### config.mk
export PLATFORM = sky130hd
export DESIGN_NAME = sdrf_queue
export DESIGN_NICKNAME = d
export VERILOG_FILES = /design/src/hdl/sdrf_pkg.sv /design/src/hdl/sdrf_queue.sv
export SDC_FILE = /design/constraint.sdc
export NUM_CORES = 1
export LEC_CHECK = 0
export BUFFER_PORTS_ARGS = -buffer_cell sky130_fd_sc_hd__buf_2
export CORE_MARGIN = 2
export CORE_UTILIZATION = 32
export CTS_CLUSTER_DIAMETER = 40
export DETAILED_ROUTE_END_ITERATION = 10
export PLACE_DENSITY = 0.49
export SETUP_SLACK_MARGIN = 0.1
export SYNTH_ARGS = -nofsm -noshare
export SYNTH_HDL_FRONTEND = slang
export SYNTH_SLANG_ARGS = --single-unit
### constraint.sdc
create_clock -name clk -period 4 [get_ports clk]
set_input_delay 0.2 -clock clk [delete_from_list [all_inputs] [get_ports clk]]
set_output_delay 0.2 -clock clk [all_outputs]
set_load 0.02 [all_outputs]
### src/hdl/sdrf_pkg.sv
`default_nettype none
package sdrf_pkg;

	// Default grid limits.
	localparam int DEF_MAX_X = 64;
	localparam int DEF_MAX_Y = 64;
	localparam int DEF_MAX_Z = 64;

	// Field and register widths.
	localparam int SAMPLE_W   = 24;
	localparam int COORD_W    = 6;
	localparam int COUNT_W    = 19;
	localparam int DIM_W      = 7;
	localparam int RANK_W     = 2;
	localparam int GW_W       = 4;
	localparam int WEIGHT_W   = 16;
	localparam int CFG_IDX_W  = 3;
	localparam int CFG_DATA_W = 16;
	localparam int STRIDE_W   = 2 * DIM_W;

	// Job queue between the front and back parts.
	localparam int QDEPTH = 4;
	localparam int QPTR_W = 2;

	// Register indexes of the configuration port.
	localparam logic [CFG_IDX_W-1:0] REG_DIM_X     = 3'd0;
	localparam logic [CFG_IDX_W-1:0] REG_DIM_Y     = 3'd1;
	localparam logic [CFG_IDX_W-1:0] REG_DIM_Z     = 3'd2;
	localparam logic [CFG_IDX_W-1:0] REG_RANK      = 3'd3;
	localparam logic [CFG_IDX_W-1:0] REG_GHOST     = 3'd4;
	localparam logic [CFG_IDX_W-1:0] REG_EPSILON   = 3'd5;
	localparam logic [CFG_IDX_W-1:0] REG_THRESHOLD = 3'd6;

	// Register reset values.
	localparam logic [DIM_W-1:0]    RST_DIM       = 7'd64;
	localparam logic [RANK_W-1:0]   RST_RANK      = 2'd3;
	localparam logic [GW_W-1:0]     RST_GHOST     = 4'd3;
	localparam logic [WEIGHT_W-1:0] RST_EPSILON   = 16'd655;
	localparam logic [WEIGHT_W-1:0] RST_THRESHOLD = 16'd1229;

	// Grid geometry as seen by the back part.
	typedef struct packed {
		logic [RANK_W-1:0]   rk;
		logic [DIM_W-1:0]    s1;
		logic [STRIDE_W-1:0] s2;
		logic [STRIDE_W-1:0] stop;
	} geom_t;

	// Description of one active cell to be judged.
	typedef struct packed {
		logic [COORD_W-1:0] cx;
		logic [COORD_W-1:0] cy;
		logic [COORD_W-1:0] cz;
		logic               last;
		logic               fresh;
	} job_t;

	// Queue status.
	typedef struct packed {
		logic full;
		logic empty;
	} q_stat_t;

endpackage
`default_nettype wire

### src/hdl/sdrf_queue.sv
`default_nettype none
module sdrf_queue #(
	parameter int W = 32
) (
	input  wire logic            clk,
	input  wire logic            arst_n,
	input  wire logic            push,
	input  wire logic [W-1:0]    push_data,
	input  wire logic            pop,
	output logic      [W-1:0]    head,
	output sdrf_pkg::q_stat_t    stat
);
	import sdrf_pkg::*;

	logic [W-1:0]      entry_q [QDEPTH];
	logic [QPTR_W-1:0] wptr_q;
	logic [QPTR_W-1:0] rptr_q;
	logic [QPTR_W:0]   count_q;

	assign head       = entry_q[rptr_q];
	assign stat.full  = (count_q == (QPTR_W + 1)'(QDEPTH));
	assign stat.empty = (count_q == '0);

	// Pointers and fill level.
	always_ff @(posedge clk or negedge arst_n) begin
		if (!arst_n) begin
			wptr_q  <= '0;
			rptr_q  <= '0;
			count_q <= '0;
		end else begin
			if (push) begin
				wptr_q <= wptr_q + 1'b1;
			end
			if (pop) begin
				rptr_q <= rptr_q + 1'b1;
			end
			if (push && !pop) begin
				count_q <= count_q + 1'b1;
			end else if (pop && !push) begin
				count_q <= count_q - 1'b1;
			end
		end
	end

	// Entry storage.
	always_ff @(posedge clk) begin
		if (push) begin
			entry_q[wptr_q] <= push_data;
		end
	end

endmodule
`default_nettype wire

==> impl_metrics.toml, run 1 <==
[worst_setup_path]
timing.critical_path.to_type = "output pin"
worstSetupPathDepth = 3
worstSetupEndpoint = "head[23]"
critPathRequiredTime_ps = 3800
crit-reg2reg-capture = "entry_q[0][26]"
cpLargestDelayFamily = "flip-flops"
total_buffers_and_inverters_traversed_by_the_critical_path = 2
rr_startpoint = "wptr_q[0]"
cp-start-kind = "flip-flop"
timing_worst_setup_path_type = "reg -> out"
crit_fanout = 23
reg2regPathDepth = 3
setup.worst_path.start = "rptr_q[0]"
critical_path_arrival_ps = 2390
crit_path_cell_trace = "buf_4, mux4_2, buf_2"
worst_path_max_stage_delay_ps = 880
worst_path_max_delay_cell = "dfrtp_2"
reg2reg_setup_slack_ps = 2210

[sta]
timing.setup.tns_ps = 0
min_period_over_period_pct = 64.9
finalSetupViolCount = 0
actual_transition_at_the_worst_max_transition_pin_ps = 949
timing_max_transition_violations_final = 0
largest_clock_skew_in_the_final_design_ps = 7.07
max_freq_ghz = 0.385
timing.slew.headroom_pct = 36.7
rsz0062_at_grt = "false"
hold_viol_final = 0
layout_min_cycle_time_ps = 2590

[yosys]
post_synth_inst_count = 202
yosysSeqAreaShare_pct = 79.4
yosys_warning_count = 0
synthDistinctLibCells = 20
synthesis.area_mm2 = 0.00506
synth_area_leader_cell = "edfxtp_1"
ys_seq_elements = 135
synth_top_cells_by_area = "edfxtp_1, mux4_2, dfrtp_1"
syn_area_per_cell_um2 = 25.0
synth_top_area_share_pct = 76.0
syn-num-nets = 244

[grt]
grt_pass1_vias = 2446
largest_net_degree_at_the_start_of_global_routing = 34
initial_antenna_violation_count = 1
grt_pass1_wl_um = 13500
grt_remaining_overflow = 0
grt.total_usage_pct = 11.5

[clocking]
cts_resized = 0
cts.sinks = 135
tritoncts.num_buffers = 17
htree_num_levels = 4
cts_tree = "yes"
ctsLongestPathBuffers = 2
root_buffer_master = "clkbuf_16"
worst_setup_hold_path_clk_slew_ps = 60
clock_network_latency_to_the_later_pin_of_the_worst_skew_pair_ps = 410

[route]
drt-initial-drc-count = 101
ant_nets = 0
drt_drc_violations_left = 0
detailedRoute.firstPassIterationCount = 4
vias = 2301
route.final.wire_length_um = 8890
route.detailed.vias_per_inst = 4.31
wire_per_inst_um = 16.6

[floorplan]
boundaryPins = 70
floorplan.die.height_um = 130
die_area_mm2 = 0.0168
std_cell_rows = 45
floorplan.initialDensity_pct = 33.0
die_width_um = 130
design.core.area_mm2 = 0.0153

[finish]
nNetsFinal = 351
layout-area-overhead-vs-synth_pct = 26.3
layout-drive-gt1-share_pct = 38.5
nFillCells = 1411

[worst_hold_path]
min-delay-path-class = "in -> reg"

[status]
status = "finished clean"

[power_and_ir_drop]
static-leakage-power_nw = 2.23
cellPowerDensity_mw_per_mm2 = 741
worst_voltage_drop_across_the_vdd_grid_mv = 0.341
finalPower_mw = 4.74

[place]
routability_congestion_estimate_from_global_placement = 0.642
numPortBuffers = 69

[run]
count_of_max_cap_constraint_violations = 0
[logic make-up (layout without fill, tap and decap cells)]
| family | count (synthesis) | after routing | synth area share, % |
|---|---|---|---|
| XOR/XNOR | 6 | 6 | 1.04 |
| adder cells (fa/ha/maj) | 6 | 6 | 1.63 |
| AND/OR/NAND/NOR | 9 | 9 | 0.964 |
| AO/OA/AOI/OAI | 1 | 1 | 0.0988 |
| multiplexers | 33 | 33 | 14.8 |
| flip-flops | 135 | 135 | 79.4 |
| other | 0 | 1 | 0 |
| buffers and inverters | 12 | 132 | 2.08 |
[worst register-to-register path, stage by stage, from the launching register on]
cell,delay (ps)
dfrtp_1,420
inv_1,100
ha_1,130
and2_2,750
[state kept, by name, indices dropped and copies added (netlist names)]
| signal | count |
|---|---|
| rptr_q | 2 |
| count_q | 3 |
| entry_q | 128 |
| wptr_q | 2 |
[routing by layer]
layer / vias to the layer above / wire length [um] / track usage (%)
li1: 1064 / - / -
met1: 1169 / 3930 / 13.5
met2: 56 / 4380 / 18.6
met3: 12 / 466 / 4.72
met4: 0 / 115 / 5.31
met5: - / 0 / 0
[synth_stat cells]
master / number
buf_12: 3
and2_1: 4
mux4_2: 28
xnor2_1: 2
nor3b_1: 1
fa_1: 1
clkbuf_1: 1
o21ai_0: 1
nand2_1: 2
nor3_1: 1
buf_2: 3
ha_1: 5
inv_1: 4
edfxtp_1: 128
mux2_2: 1
dfrtp_1: 7
mux4_1: 4
buf_6: 1
nor2_1: 1
xor2_1: 4
[final cells by class]
| class | instances | area (um2) | share of cell area [%] |
|---|---|---|---|
| inverters | 4 | 15.0 | 0.235 |
| repair buffers | 96 | 613 | 9.59 |
| clock buffers | 26 | 459 | 7.18 |
| clock inverters | 6 | 75.1 | 1.17 |
| well taps | 211 | 264 | 4.13 |
| multi-input cells | 55 | 941 | 14.7 |
| flip-flops and latches | 135 | 4020 | 62.9 |
| diodes | 1 | 2.50 | 0.0392 |
[through the flow]
step / setup slack [ps] / area (um2) / util, % / instances / hold WS (ps)
4_1_cts: 1310 / 6390 / 41.7 / 533 / 1.58
5_1_grt: 1220 / 6390 / 41.7 / 533 / 0.319
2_1_floorplan: 2200 / 5060 / - / 202 / -95.6
6_report: 1410 / 6390 / 41.7 / 534 / 19.0
3_5_place_dp: 1760 / 5590 / 36.5 / 475 / 48.0
3_3_place_gp: 1790 / 5590 / 36.5 / 475 / 46.9
[worst min-delay path by stage]
stage	from	endpoint	slack (ps)	cells after the start
2_1_floorplan	arst_n	count_q[0]	-100	0
3_3_place_gp	arst_n	count_q[2]	50	1
3_5_place_dp	arst_n	count_q[1]	50	1
4_1_cts	push_data[22]	entry_q[2][22]	2	1
5_1_grt	push_data[27]	entry_q[3][27]	0.3	1
6_report	push_data[31]	entry_q[1][31]	20	1
[cell usage in the layout (no fill, tap or decap), types with 4 or more instances in the layout]
master and instances:
clkinv_1 4, and2_2 4, xor2_1 4, clkbuf_16 17, mux4_1 4, dlygate4sd3_1 26
ha_1 5, mux4_2 28, dfrtp_1 5, edfxtp_1 128, buf_2 69, clkbuf_1 9
inv_1 4
[where the power goes]
part	leakage, nW	total (mW)	internal [mW]	switching [mW]
sequential	1.26	2.07	1.86	0.211
combinational	0.721	1.24	0.563	0.679
clock	0.255	1.42	0.908	0.514
[repair_timing]
item                                   in CTS  in global routing
endpoints found under the hold margin     104                  0
buffers inserted                            0                  0
hold buffers                               26                  0
Note: power is estimated with default switching activity, not from simulation.
==> run 2, diff against run 1 <==
--- a/config.mk
+++ b/config.mk
@@ -10,7 +10,7 @@
 export CORE_UTILIZATION = 32
 export CTS_CLUSTER_DIAMETER = 40
 export DETAILED_ROUTE_END_ITERATION = 10
-export PLACE_DENSITY = 0.49
+export PLACE_DENSITY = 0.5
 export SETUP_SLACK_MARGIN = 0.1
 export SYNTH_ARGS = -nofsm -noshare
 export SYNTH_HDL_FRONTEND = slang
==> constraint.sdc (replaced) <==
create_clock -name clk -period 2.2 [get_ports clk]
set_input_delay 0.11 -clock clk [delete_from_list [all_inputs] [get_ports clk]]
set_output_delay 0.11 -clock clk [all_outputs]
set_load 0.02 [all_outputs]
==> impl_metrics.toml, run 2 (synthesis results as in run 1) <==
[finish]
nNetsFinal = 373
multi_input_area_um2 = 941
antenna_cells_inserted = 0
layout_commonest_cell = "edfxtp_1"
registers_with_the_most_flip_flops = "entry_q (128), count_q (3)"
nFillCells = 1366
seqCellArea_mm2 = 0.00402
largest_reg_flops = 128
layout-drive-gt1-share_pct = 41.4
layout.cells.most_common_list = "edfxtp_1, buf_2, dlygate4sd3_1"
top_register_by_number_of_flip_flops = "entry_q"
layout-area-overhead-vs-synth_pct = 32.4

[floorplan]
std_cell_rows = 45
floorplan.die.height_um = 130
die_area_mm2 = 0.0168
floorplan.initialDensity_pct = 33.0
die_width_um = 130
boundaryPins = 70
design.core.area_mm2 = 0.0153

[power_and_ir_drop]
worst_voltage_drop_across_the_vdd_grid_mv = 0.550
cellPowerDensity_mw_per_mm2 = 1360
finalPower_mw = 9.10
static-leakage-power_nw = 2.37

[sta]
finalSetupViolCount = 0
timing.setup.tns_ps = 0
layout_min_cycle_time_ps = 1960
actual_transition_at_the_worst_max_transition_pin_ps = 409
min_period_over_period_pct = 89.3
timing.slew.headroom_pct = 72.8
largest_clock_skew_in_the_final_design_ps = 7.15
rsz0062_at_grt = "false"
hold_slack_ps = 82.3
hold_viol_final = 0
timing_max_transition_violations_final = 0
max_freq_ghz = 0.509

[grt]
initial_antenna_violation_count = 0
largest_net_degree_at_the_start_of_global_routing = 33
grt_remaining_overflow = 0
grt_pass1_wl_um = 14800
grt.total_usage_pct = 12.3
grt_pass1_vias = 2682

[clocking]
worst_setup_hold_path_clk_slew_ps = 60
htree_num_levels = 4
tritoncts.num_buffers = 17
cts.sinks = 135
ctsLongestPathBuffers = 2
clock_network_latency_to_the_later_pin_of_the_worst_skew_pair_ps = 400
root_buffer_master = "clkbuf_16"
cts_tree = "yes"

[route]
detailedRoute.firstPassIterationCount = 4
drt-initial-drc-count = 132
drt_drc_violations_left = 0
wire_per_inst_um = 17.3
ant_nets = 0
vias = 2424
route.final.wire_length_um = 9600
route.detailed.vias_per_inst = 4.38

[worst_setup_path]
timing.critical_path.to_type = "output pin"
cp-start-kind = "flip-flop"
critPathRequiredTime_ps = 2090
critical_path_arrival_ps = 1850
timing_worst_setup_path_type = "reg -> out"
crit_fanout = 9

[place]
numPortBuffers = 69
routability_congestion_estimate_from_global_placement = 0.660
dp_hpwl_um = 5710

[run]
count_of_max_cap_constraint_violations = 0

[worst_hold_path]
min-delay-path-class = "in -> async"

[status]
status = "finished clean"
[run 2: worst paths after layout]
check                               from             end  slack [ps]  cells past startpoint
max                            rptr_q[0]        head[28]         240                      3
min                               arst_n       wptr_q[1]          80                      2
max reg2reg                    wptr_q[0]  entry_q[2][19]         590                      4
min reg2reg                   count_q[2]      count_q[2]         500                      1
max in group asynchronous         arst_n       rptr_q[0]        1930                      2
min in group clk           push_data[10]  entry_q[2][10]         460                      2
[run 2: through the flow]
step / instances / setup WS (ps) / area, um2 / util [%]
finish: 554 / 236 / 6700 / 43.8
global route: 554 / 162 / 6700 / 43.8
CTS: 548 / 122 / 6660 / 43.5
detailed placement: 482 / 503 / 5730 / 37.4
global placement: 482 / 517 / 5730 / 37.4
floorplan: 202 / 403 / 5060 / -
[run 2: power by group]
group	switching (mW)	leakage [nW]	internal (mW)
Clock	0.977	0.266	1.76
Sequential	0.230	1.26	3.38
Combinational	1.48	0.850	1.27
[run 2: per-layer routing]
layer	global-route usage [%]	up-vias	share of wire, %
met4	4.17	0	1.1
met2	19.6	58	49
met3	4.47	12	3.6
met5	0	-	0
met1	15.6	1250	46
li1	-	1104	-
[run 2: cell type report]
class | count | area share, %
Sequential cell | 135 | 60.0
Inverter | 4 | 0.224
Clock buffer | 20 | 6.52
Timing Repair Buffer | 118 | 13.3
Tap cell | 211 | 3.94
Clock inverter | 11 | 1.98
Multi-Input combinational cell | 55 | 14.0
[run 2: timing repair]
item | CTS | global route
hold buffers | 35 | 0
endpoints found under the hold margin | 138 | 0
gates resized for setup | 1 | 0
setup endpoints to repair | 15 | 1
setup buffers | 0 | 6
[run 2: worst max-delay path, cell delays in order, from the launching register on]
cell and delay, ps:
dfrtp_4 510, buf_4 170, mux4_1 570, buf_2 190
