[src/hdl/sdrf_pkg.sv]
`default_nettype none
package sdrf_pkg;

	// Default grid limits.
	localparam int DEF_MAX_X = 64;
	localparam int DEF_MAX_Y = 64;
	localparam int DEF_MAX_Z = 64;

	// Field and register widths.
	localparam int SAMPLE_W   = 24;
	localparam int COORD_W    = 6;
	localparam int COUNT_W    = 19;
	localparam int DIM_W      = 7;
	localparam int RANK_W     = 2;
	localparam int GW_W       = 4;
	localparam int WEIGHT_W   = 16;
	localparam int CFG_IDX_W  = 3;
	localparam int CFG_DATA_W = 16;
	localparam int STRIDE_W   = 2 * DIM_W;

	// Job queue between the front and back parts.
	localparam int QDEPTH = 4;
	localparam int QPTR_W = 2;

	// Register indexes of the configuration port.
	localparam logic [CFG_IDX_W-1:0] REG_DIM_X     = 3'd0;
	localparam logic [CFG_IDX_W-1:0] REG_DIM_Y     = 3'd1;
	localparam logic [CFG_IDX_W-1:0] REG_DIM_Z     = 3'd2;
	localparam logic [CFG_IDX_W-1:0] REG_RANK      = 3'd3;
	localparam logic [CFG_IDX_W-1:0] REG_GHOST     = 3'd4;
	localparam logic [CFG_IDX_W-1:0] REG_EPSILON   = 3'd5;
	localparam logic [CFG_IDX_W-1:0] REG_THRESHOLD = 3'd6;

	// Register reset values.
	localparam logic [DIM_W-1:0]    RST_DIM       = 7'd64;
	localparam logic [RANK_W-1:0]   RST_RANK      = 2'd3;
	localparam logic [GW_W-1:0]     RST_GHOST     = 4'd3;
	localparam logic [WEIGHT_W-1:0] RST_EPSILON   = 16'd655;
	localparam logic [WEIGHT_W-1:0] RST_THRESHOLD = 16'd1229;

	// Grid geometry as seen by the back part.
	typedef struct packed {
		logic [RANK_W-1:0]   rk;
		logic [DIM_W-1:0]    s1;
		logic [STRIDE_W-1:0] s2;
		logic [STRIDE_W-1:0] stop;
	} geom_t;

	// Description of one active cell to be judged.
	typedef struct packed {
		logic [COORD_W-1:0] cx;
		logic [COORD_W-1:0] cy;
		logic [COORD_W-1:0] cz;
		logic               last;
		logic               fresh;
	} job_t;

	// Queue status.
	typedef struct packed {
		logic full;
		logic empty;
	} q_stat_t;

endpackage
`default_nettype wire

[src/hdl/sdrf_front.sv]
`default_nettype none
module sdrf_front #(
	parameter int MAX_X = 64,
	parameter int MAX_Y = 64,
	parameter int MAX_Z = 64,
	localparam int DEPTH = 4 * MAX_X * MAX_Y + 1,
	localparam int AW = $clog2(DEPTH)
) (
	input  wire logic                               clk,
	input  wire logic                               arst_n,
	input  wire logic                               cfg_we,
	input  wire logic [sdrf_pkg::CFG_IDX_W-1:0]     cfg_index,
	input  wire logic [sdrf_pkg::CFG_DATA_W-1:0]    cfg_data,
	input  wire logic                               in_valid,
	output logic                                    in_stall,
	input  wire logic signed [sdrf_pkg::SAMPLE_W-1:0] sample,
	output logic                                    ram_we,
	output logic      [AW-1:0]                      ram_waddr,
	output logic      [sdrf_pkg::SAMPLE_W-1:0]      ram_wdata,
	input  wire sdrf_pkg::q_stat_t                  q_stat,
	input  wire logic [AW-1:0]                      q_head_addr,
	output logic                                    push,
	output logic      [AW-1:0]                      push_addr,
	output sdrf_pkg::job_t                          push_job,
	input  wire logic                               back_busy,
	input  wire logic [AW-1:0]                      back_addr,
	output sdrf_pkg::geom_t                         geom,
	output logic      [sdrf_pkg::WEIGHT_W-1:0]      epsilon,
	output logic      [sdrf_pkg::WEIGHT_W-1:0]      threshold
);
	import sdrf_pkg::*;

	localparam int EW = (AW > 16 ? AW : 16) + 1;
	localparam logic [8:0] MX = 9'(MAX_X);
	localparam logic [8:0] MY = 9'(MAX_Y);
	localparam logic [8:0] MZ = 9'(MAX_Z);

	logic [DIM_W-1:0]  dim_x_q, dim_y_q, dim_z_q;
	logic [RANK_W-1:0] rank_q;
	logic [GW_W-1:0]   ghost_q;
	logic [WEIGHT_W-1:0] epsilon_q, threshold_q;
	logic [AW-1:0]     wr_q;
	logic [DIM_W-1:0]  pos_x_q, pos_y_q, pos_z_q;
	logic              fresh_q;

	logic [RANK_W-1:0]   rk;
	logic [1:0]          ti;
	logic [GW_W-1:0]     g;
	logic [DIM_W-1:0]    d [3];
	logic [DIM_W-1:0]    p [3];
	logic [DIM_W-1:0]    c [3];
	logic [STRIDE_W-1:0] s2;
	logic [STRIDE_W-1:0] stop;
	logic                active, last, accept, end_grid;
	logic [AW-1:0]       oldest;
	logic [EW-1:0]       lead, limit;
	logic                outstanding, safe;

	function automatic logic [DIM_W-1:0] clampd(input logic [DIM_W-1:0] v,
		input logic [8:0] mx);
		if (v == '0) begin
			return 7'd1;
		end
		if ({2'b00, v} > mx) begin
			return mx[DIM_W-1:0];
		end
		return v;
	endfunction

	// Effective geometry after clamping.
	assign rk   = (rank_q == '0) ? 2'd1 : rank_q;
	assign ti   = rk - 2'd1;
	assign g    = (ghost_q < 4'd2) ? 4'd2 : ghost_q;
	assign d[0] = clampd(dim_x_q, MX);
	assign d[1] = (rk >= 2'd2) ? clampd(dim_y_q, MY) : 7'd1;
	assign d[2] = (rk == 2'd3) ? clampd(dim_z_q, MZ) : 7'd1;
	assign s2   = STRIDE_W'(d[0]) * STRIDE_W'(d[1]);
	assign stop = (rk == 2'd1) ? 14'd1 : (rk == 2'd2) ? STRIDE_W'(d[0]) : s2;
	assign p[0] = pos_x_q;
	assign p[1] = pos_y_q;
	assign p[2] = pos_z_q;

	assign geom.rk   = rk;
	assign geom.s1   = d[0];
	assign geom.s2   = s2;
	assign geom.stop = stop;
	assign epsilon   = epsilon_q;
	assign threshold = threshold_q;

	// Classify the cell two top-axis strides behind the incoming sample.
	always_comb begin
		active = 1'b1;
		last   = 1'b1;
		for (int a = 0; a < 3; a++) begin
			c[a] = p[a];
		end
		c[ti] = p[ti] - 7'd2;
		for (int a = 0; a < 3; a++) begin
			if (2'(a) < rk) begin
				if (c[a] < 7'(g) ||
					({1'b0, c[a]} + 8'(g)) > {1'b0, d[a] - 7'd1}) begin
					active = 1'b0;
				end
				if (({1'b0, c[a]} + 8'(g)) != {1'b0, d[a] - 7'd1}) begin
					last = 1'b0;
				end
			end else begin
				c[a] = '0;
			end
		end
	end

	// A write must never land on a tap of a cell still waiting to be judged.
	assign outstanding = back_busy || !q_stat.empty;
	assign oldest      = back_busy ? back_addr : q_head_addr;
	assign lead  = (wr_q >= oldest) ? EW'(wr_q) - EW'(oldest)
		: EW'(wr_q) + EW'(DEPTH) - EW'(oldest);
	assign limit = EW'(DEPTH) - EW'({stop, 2'b00});
	assign safe  = lead < limit;

	assign in_stall = q_stat.full || (outstanding && !safe);
	assign accept   = in_valid && !in_stall;

	assign ram_we    = accept;
	assign ram_waddr = wr_q;
	assign ram_wdata = sample;

	assign push           = accept && (p[ti] >= 7'd2) && active;
	assign push_addr      = wr_q;
	assign push_job.cx    = c[0][COORD_W-1:0];
	assign push_job.cy    = c[1][COORD_W-1:0];
	assign push_job.cz    = c[2][COORD_W-1:0];
	assign push_job.last  = last;
	assign push_job.fresh = fresh_q;

	assign end_grid = ({1'b0, pos_x_q} + 8'd1 >= {1'b0, d[0]}) &&
		({1'b0, pos_y_q} + 8'd1 >= {1'b0, d[1]}) &&
		({1'b0, pos_z_q} + 8'd1 >= {1'b0, d[2]});

	// Registers, raster position and ring write slot.
	always_ff @(posedge clk or negedge arst_n) begin
		if (!arst_n) begin
			dim_x_q     <= RST_DIM;
			dim_y_q     <= RST_DIM;
			dim_z_q     <= RST_DIM;
			rank_q      <= RST_RANK;
			ghost_q     <= RST_GHOST;
			epsilon_q   <= RST_EPSILON;
			threshold_q <= RST_THRESHOLD;
			wr_q        <= '0;
			pos_x_q     <= '0;
			pos_y_q     <= '0;
			pos_z_q     <= '0;
			fresh_q     <= 1'b1;
		end else if (cfg_we) begin
			case (cfg_index)
				REG_DIM_X:     dim_x_q     <= cfg_data[DIM_W-1:0];
				REG_DIM_Y:     dim_y_q     <= cfg_data[DIM_W-1:0];
				REG_DIM_Z:     dim_z_q     <= cfg_data[DIM_W-1:0];
				REG_RANK:      rank_q      <= cfg_data[RANK_W-1:0];
				REG_GHOST:     ghost_q     <= cfg_data[GW_W-1:0];
				REG_EPSILON:   epsilon_q   <= cfg_data;
				REG_THRESHOLD: threshold_q <= cfg_data;
				default: ;
			endcase
			// A geometry change starts a new pass.
			if (cfg_index inside {REG_DIM_X, REG_DIM_Y, REG_DIM_Z, REG_RANK, REG_GHOST}) begin
				pos_x_q <= '0;
				pos_y_q <= '0;
				pos_z_q <= '0;
				fresh_q <= 1'b1;
			end
		end else if (accept) begin
			wr_q <= (wr_q == AW'(DEPTH - 1)) ? '0 : wr_q + 1'b1;
			if (end_grid) begin
				fresh_q <= 1'b1;
			end else if (push) begin
				fresh_q <= 1'b0;
			end
			if ({1'b0, pos_x_q} + 8'd1 < {1'b0, d[0]}) begin
				pos_x_q <= pos_x_q + 7'd1;
			end else begin
				pos_x_q <= '0;
				if ({1'b0, pos_y_q} + 8'd1 < {1'b0, d[1]}) begin
					pos_y_q <= pos_y_q + 7'd1;
				end else begin
					pos_y_q <= '0;
					if ({1'b0, pos_z_q} + 8'd1 < {1'b0, d[2]}) begin
						pos_z_q <= pos_z_q + 7'd1;
					end else begin
						pos_z_q <= '0;
					end
				end
			end
		end
	end

endmodule
`default_nettype wire

[config.mk]
export PLATFORM = sky130hd
export DESIGN_NAME = sdrf_front
export DESIGN_NICKNAME = d
export VERILOG_FILES = /design/src/hdl/sdrf_pkg.sv /design/src/hdl/sdrf_front.sv
export SDC_FILE = /design/constraint.sdc
export NUM_CORES = 1
export LEC_CHECK = 0
export BUFFER_PORTS_ARGS = -buffer_cell sky130_fd_sc_hd__clkbuf_2
export CAP_MARGIN = 15
export CORE_ASPECT_RATIO = 1.25
export CORE_MARGIN = 8
export CORE_UTILIZATION = 55
export DETAILED_ROUTE_END_ITERATION = 7
export PLACE_DENSITY = 0.83
export RECOVER_POWER = 25
export SYNTH_ARGS = -nofsm -noshare
export SYNTH_HDL_FRONTEND = slang
export SYNTH_SLANG_ARGS = --single-unit
[constraint.sdc]
create_clock -name clk -period 19.1 [get_ports clk]
set_input_delay 3.82 -clock clk [delete_from_list [all_inputs] [get_ports clk]]
set_output_delay 3.82 -clock clk [all_outputs]
set_load 0.005 [all_outputs]
==> qor.yml <==
cts_resized: 0
clock-sinks: 96
ys_seq_area_frac: 0.209
cts_buffers: 9
grt_first_pass_wirelength_um: 53400
grt_pass1_vias: 10500
leakage_nw: 6.21
port_buffers: 177
swShare: 0.473
internal-power_mw: 0.727
pre_cts_ws_ns: 5.81
grt_max_degree: 65
syn-num-nets: 1633
fin_cells: 1733
period_needed_ns: 13.32
overflow: 0
die_h_um: 179
crit_family: "compound AO/OA/AOI/OAI gates"
wl_met2_um: 16800
end_kind: "output pin"
nNetsFinal: 1730
slew_headroom: -1.23
die_w_um: 146
post_cts_buffers: 0
start_util: 0.559
fp-row-count: 59
clockBufferDepth: 2
gr-usage-all-layers: 0.254
wl_met3_um: 2710
drive_gt1_frac: 0.183
status: "complete, but fails checks"
dp.cells: 1717
ys_types: 71
worst_slew_pin_slew_ns: 3.34
synthTopCellsByCount: "ha_1, inv_1, nor2_1"
gp_congestion: 0.959
p_comb_frac: 0.638
pwr-share-seq: 0.223
path_cells: "clkbuf_2, mux2i_1, ha_1, inv_1, ha_1, fa_1, nand2b_1, a21oi_1, o31a_1, o41ai_1, o21ai_0, o31ai_1, xnor2_1, mux2i_1, ha_1, nand4_1, nor3_1, o2111ai_1, mux2i_1, nor3_1, and4bb_2, clkbuf_2"
fmax_mhz: 75.1
critPathSlowestCell: "o41ai_1"
root_buffer: "clkbuf_16"
cts_max_level: 3
multi_input_area_um2: 8160
vias: 10400
rsz0062_at_grt: "no"
synthMuxAreaShare: 0.0846
maxCapViolations: 2
fin_ws_ns: 5.78
yosysWarnings: 0
postRouteAntennaNets: 0
synth_seq_cells: 96
critPathLaunchType: "input pin"
area_growth_syn_to_layout_pct: 8.90
violations: "capacitance limit, slew limit"
die-area_um2: 26100
hpwl_um: 27300
path_buf_inv: 3
drt-initial-drc-count: 650
netlist_instances: 1357
path_class: "input pin to output pin"
worst_ir_drop_vdd_mv: 0.0712
post-route-drc-count: 0
met1_length_um: 12500
ys_top_cells_by_area: "ha_1, dfrtp_1, fa_1"
tns_ns: 0
clk_pin_slew_ns: 0.07
synth_top_family_by_area: "adder cells"
synth_top_area_frac: 0.167
synthFlopType: "dfrtp_1"
whs_ns: 0.502
finalWirelength_um: 33500
path_max_fanout: 16
top_layer: "met4"
grt_antenna_before_repair: 0
fin_area_um2: 12700
post_dp_cell_area_um2: 12400
synthSimpleGateAreaFrac: 0.165
synthAdderAreaFrac: 0.237
yosysMostFrequentCell: "ha_1"
critPathArrivalTime_ns: 9.50
first_pass_iters: 5
vias_per_cell: 5.99
clock_power_share: 0.139
synthArstFlopShare: 1.00
finClkSkew_ns: 0.0185
fin_util: 0.609
cts_tree: "done"
synth_compound_area_frac: 0.130
seqCellArea_um2: 2430
synth_edf_count: 0
period_share: 0.697
synth.avg_cell_area_um2: 8.58
syn_area_um2: 11600
clkLatencyLatePin_ns: 0.36
yosysTopAreaCell: "ha_1"
wl_per_cell_um: 19.3
switchingPower_mw: 0.654
pin_count: 226
nFillCells: 1842
crit_required_ns: 15.28
drv_slew: 99
n_antenna_cell: 0
core_um2: 20800
synthXorXnorAreaFrac: 0.0843
power.total_mw: 1.38
ctsHoldBuffers: 0
powerDensity_nw_per_um2: 109
finalHoldViolations: 0
setup-violations-final: 0
hp-class: "flop to flop"
slowest_delay_ns: 0.71
cell families (layout without fill, tap and decap cells):
family          Yosys count  after routing
buf+inv                 237            339
mux                      91             91
flops                    96             96
fa+ha+maj               196            196
xor+xnor                112            112
simple gates            398            398
compound gates          227            227
state kept, by name, indices dropped and copies added, names as in the netlist:
signal / count
push_addr: 15
pos_x_q: 7
pos_y_q: 7
dim_z_q: 7
ghost_q: 4
fresh_q: 1
dim_x_q: 7
rank_q: 2
epsilon: 16
pos_z_q: 7
dim_y_q: 7
threshold: 16
cells in the final DEF (no fill, tap or decap), types with 20 or more instances in the layout:
cell / n
nor2_1: 121
xor2_1: 35
nand2_1: 99
ha_1: 155
xnor2_1: 77
nand2b_1: 23
mux2_2: 58
dfstp_2: 20
o21ai_0: 60
nor3_1: 26
nand3_1: 32
inv_1: 139
fa_1: 41
clkbuf_2: 157
dfrtp_1: 76
a21oi_1: 52
mux2i_1: 32
clkbuf_1: 21
power by group through the flow:
stage / sequential (mW) / combinational, mW / clock (mW)
CTS: 0.306 / 0.882 / 0.196
finish: 0.307 / 0.881 / 0.192
detailed placement: 0.310 / 0.873 / 0
global route: 0.314 / 0.987 / 0.204
floorplan: 0.283 / 0.639 / 0
global placement: 0.307 / 0.844 / 0
worst paths after layout:
| path | startpoint | to | slack (ns) | cells past startpoint |
|---|---|---|---|---|
| setup / recovery | back_busy | push | 5.78 | 22 |
| hold / removal | fresh_q | fresh_q | 0.50 | 2 |
| setup reg to reg | rank_q[1] | pos_z_q[0] | 9.22 | 29 |
| hold reg to reg | fresh_q | fresh_q | 0.50 | 2 |
| max in group asynchronous | arst_n | pos_x_q[1] | 11.30 | 2 |
| min in group asynchronous | arst_n | threshold[4] | 3.87 | 1 |
per-layer routing:
metal,vias up,GRT usage
li1,4824,-
met1,4968,0.277
met2,492,0.462
met3,104,0.0490
met4,0,0.132
met5,-,0
worst reg2reg max path: cells and delay by family, from the launching register on:
family / cells / cell delay [ns]
AOI/OAI and AO/OA: 4 / 0.84
and+or+nand+nor: 10 / 3.02
adders and majority gates: 6 / 2.65
buffers and inverters: 6 / 1.18
DFF: 1 / 1.02
muxes: 3 / 1.06
layout make-up:
cell class,count,area share
Clock buffer,9,0.0178
Clock inverter,7,0.00701
Inverter,140,0.0415
Multi-Input combinational cell,1024,0.644
Sequential cell,96,0.192
Tap cell,274,0.0270
Timing Repair Buffer,183,0.0712
(Power assumes the default switching activity.)
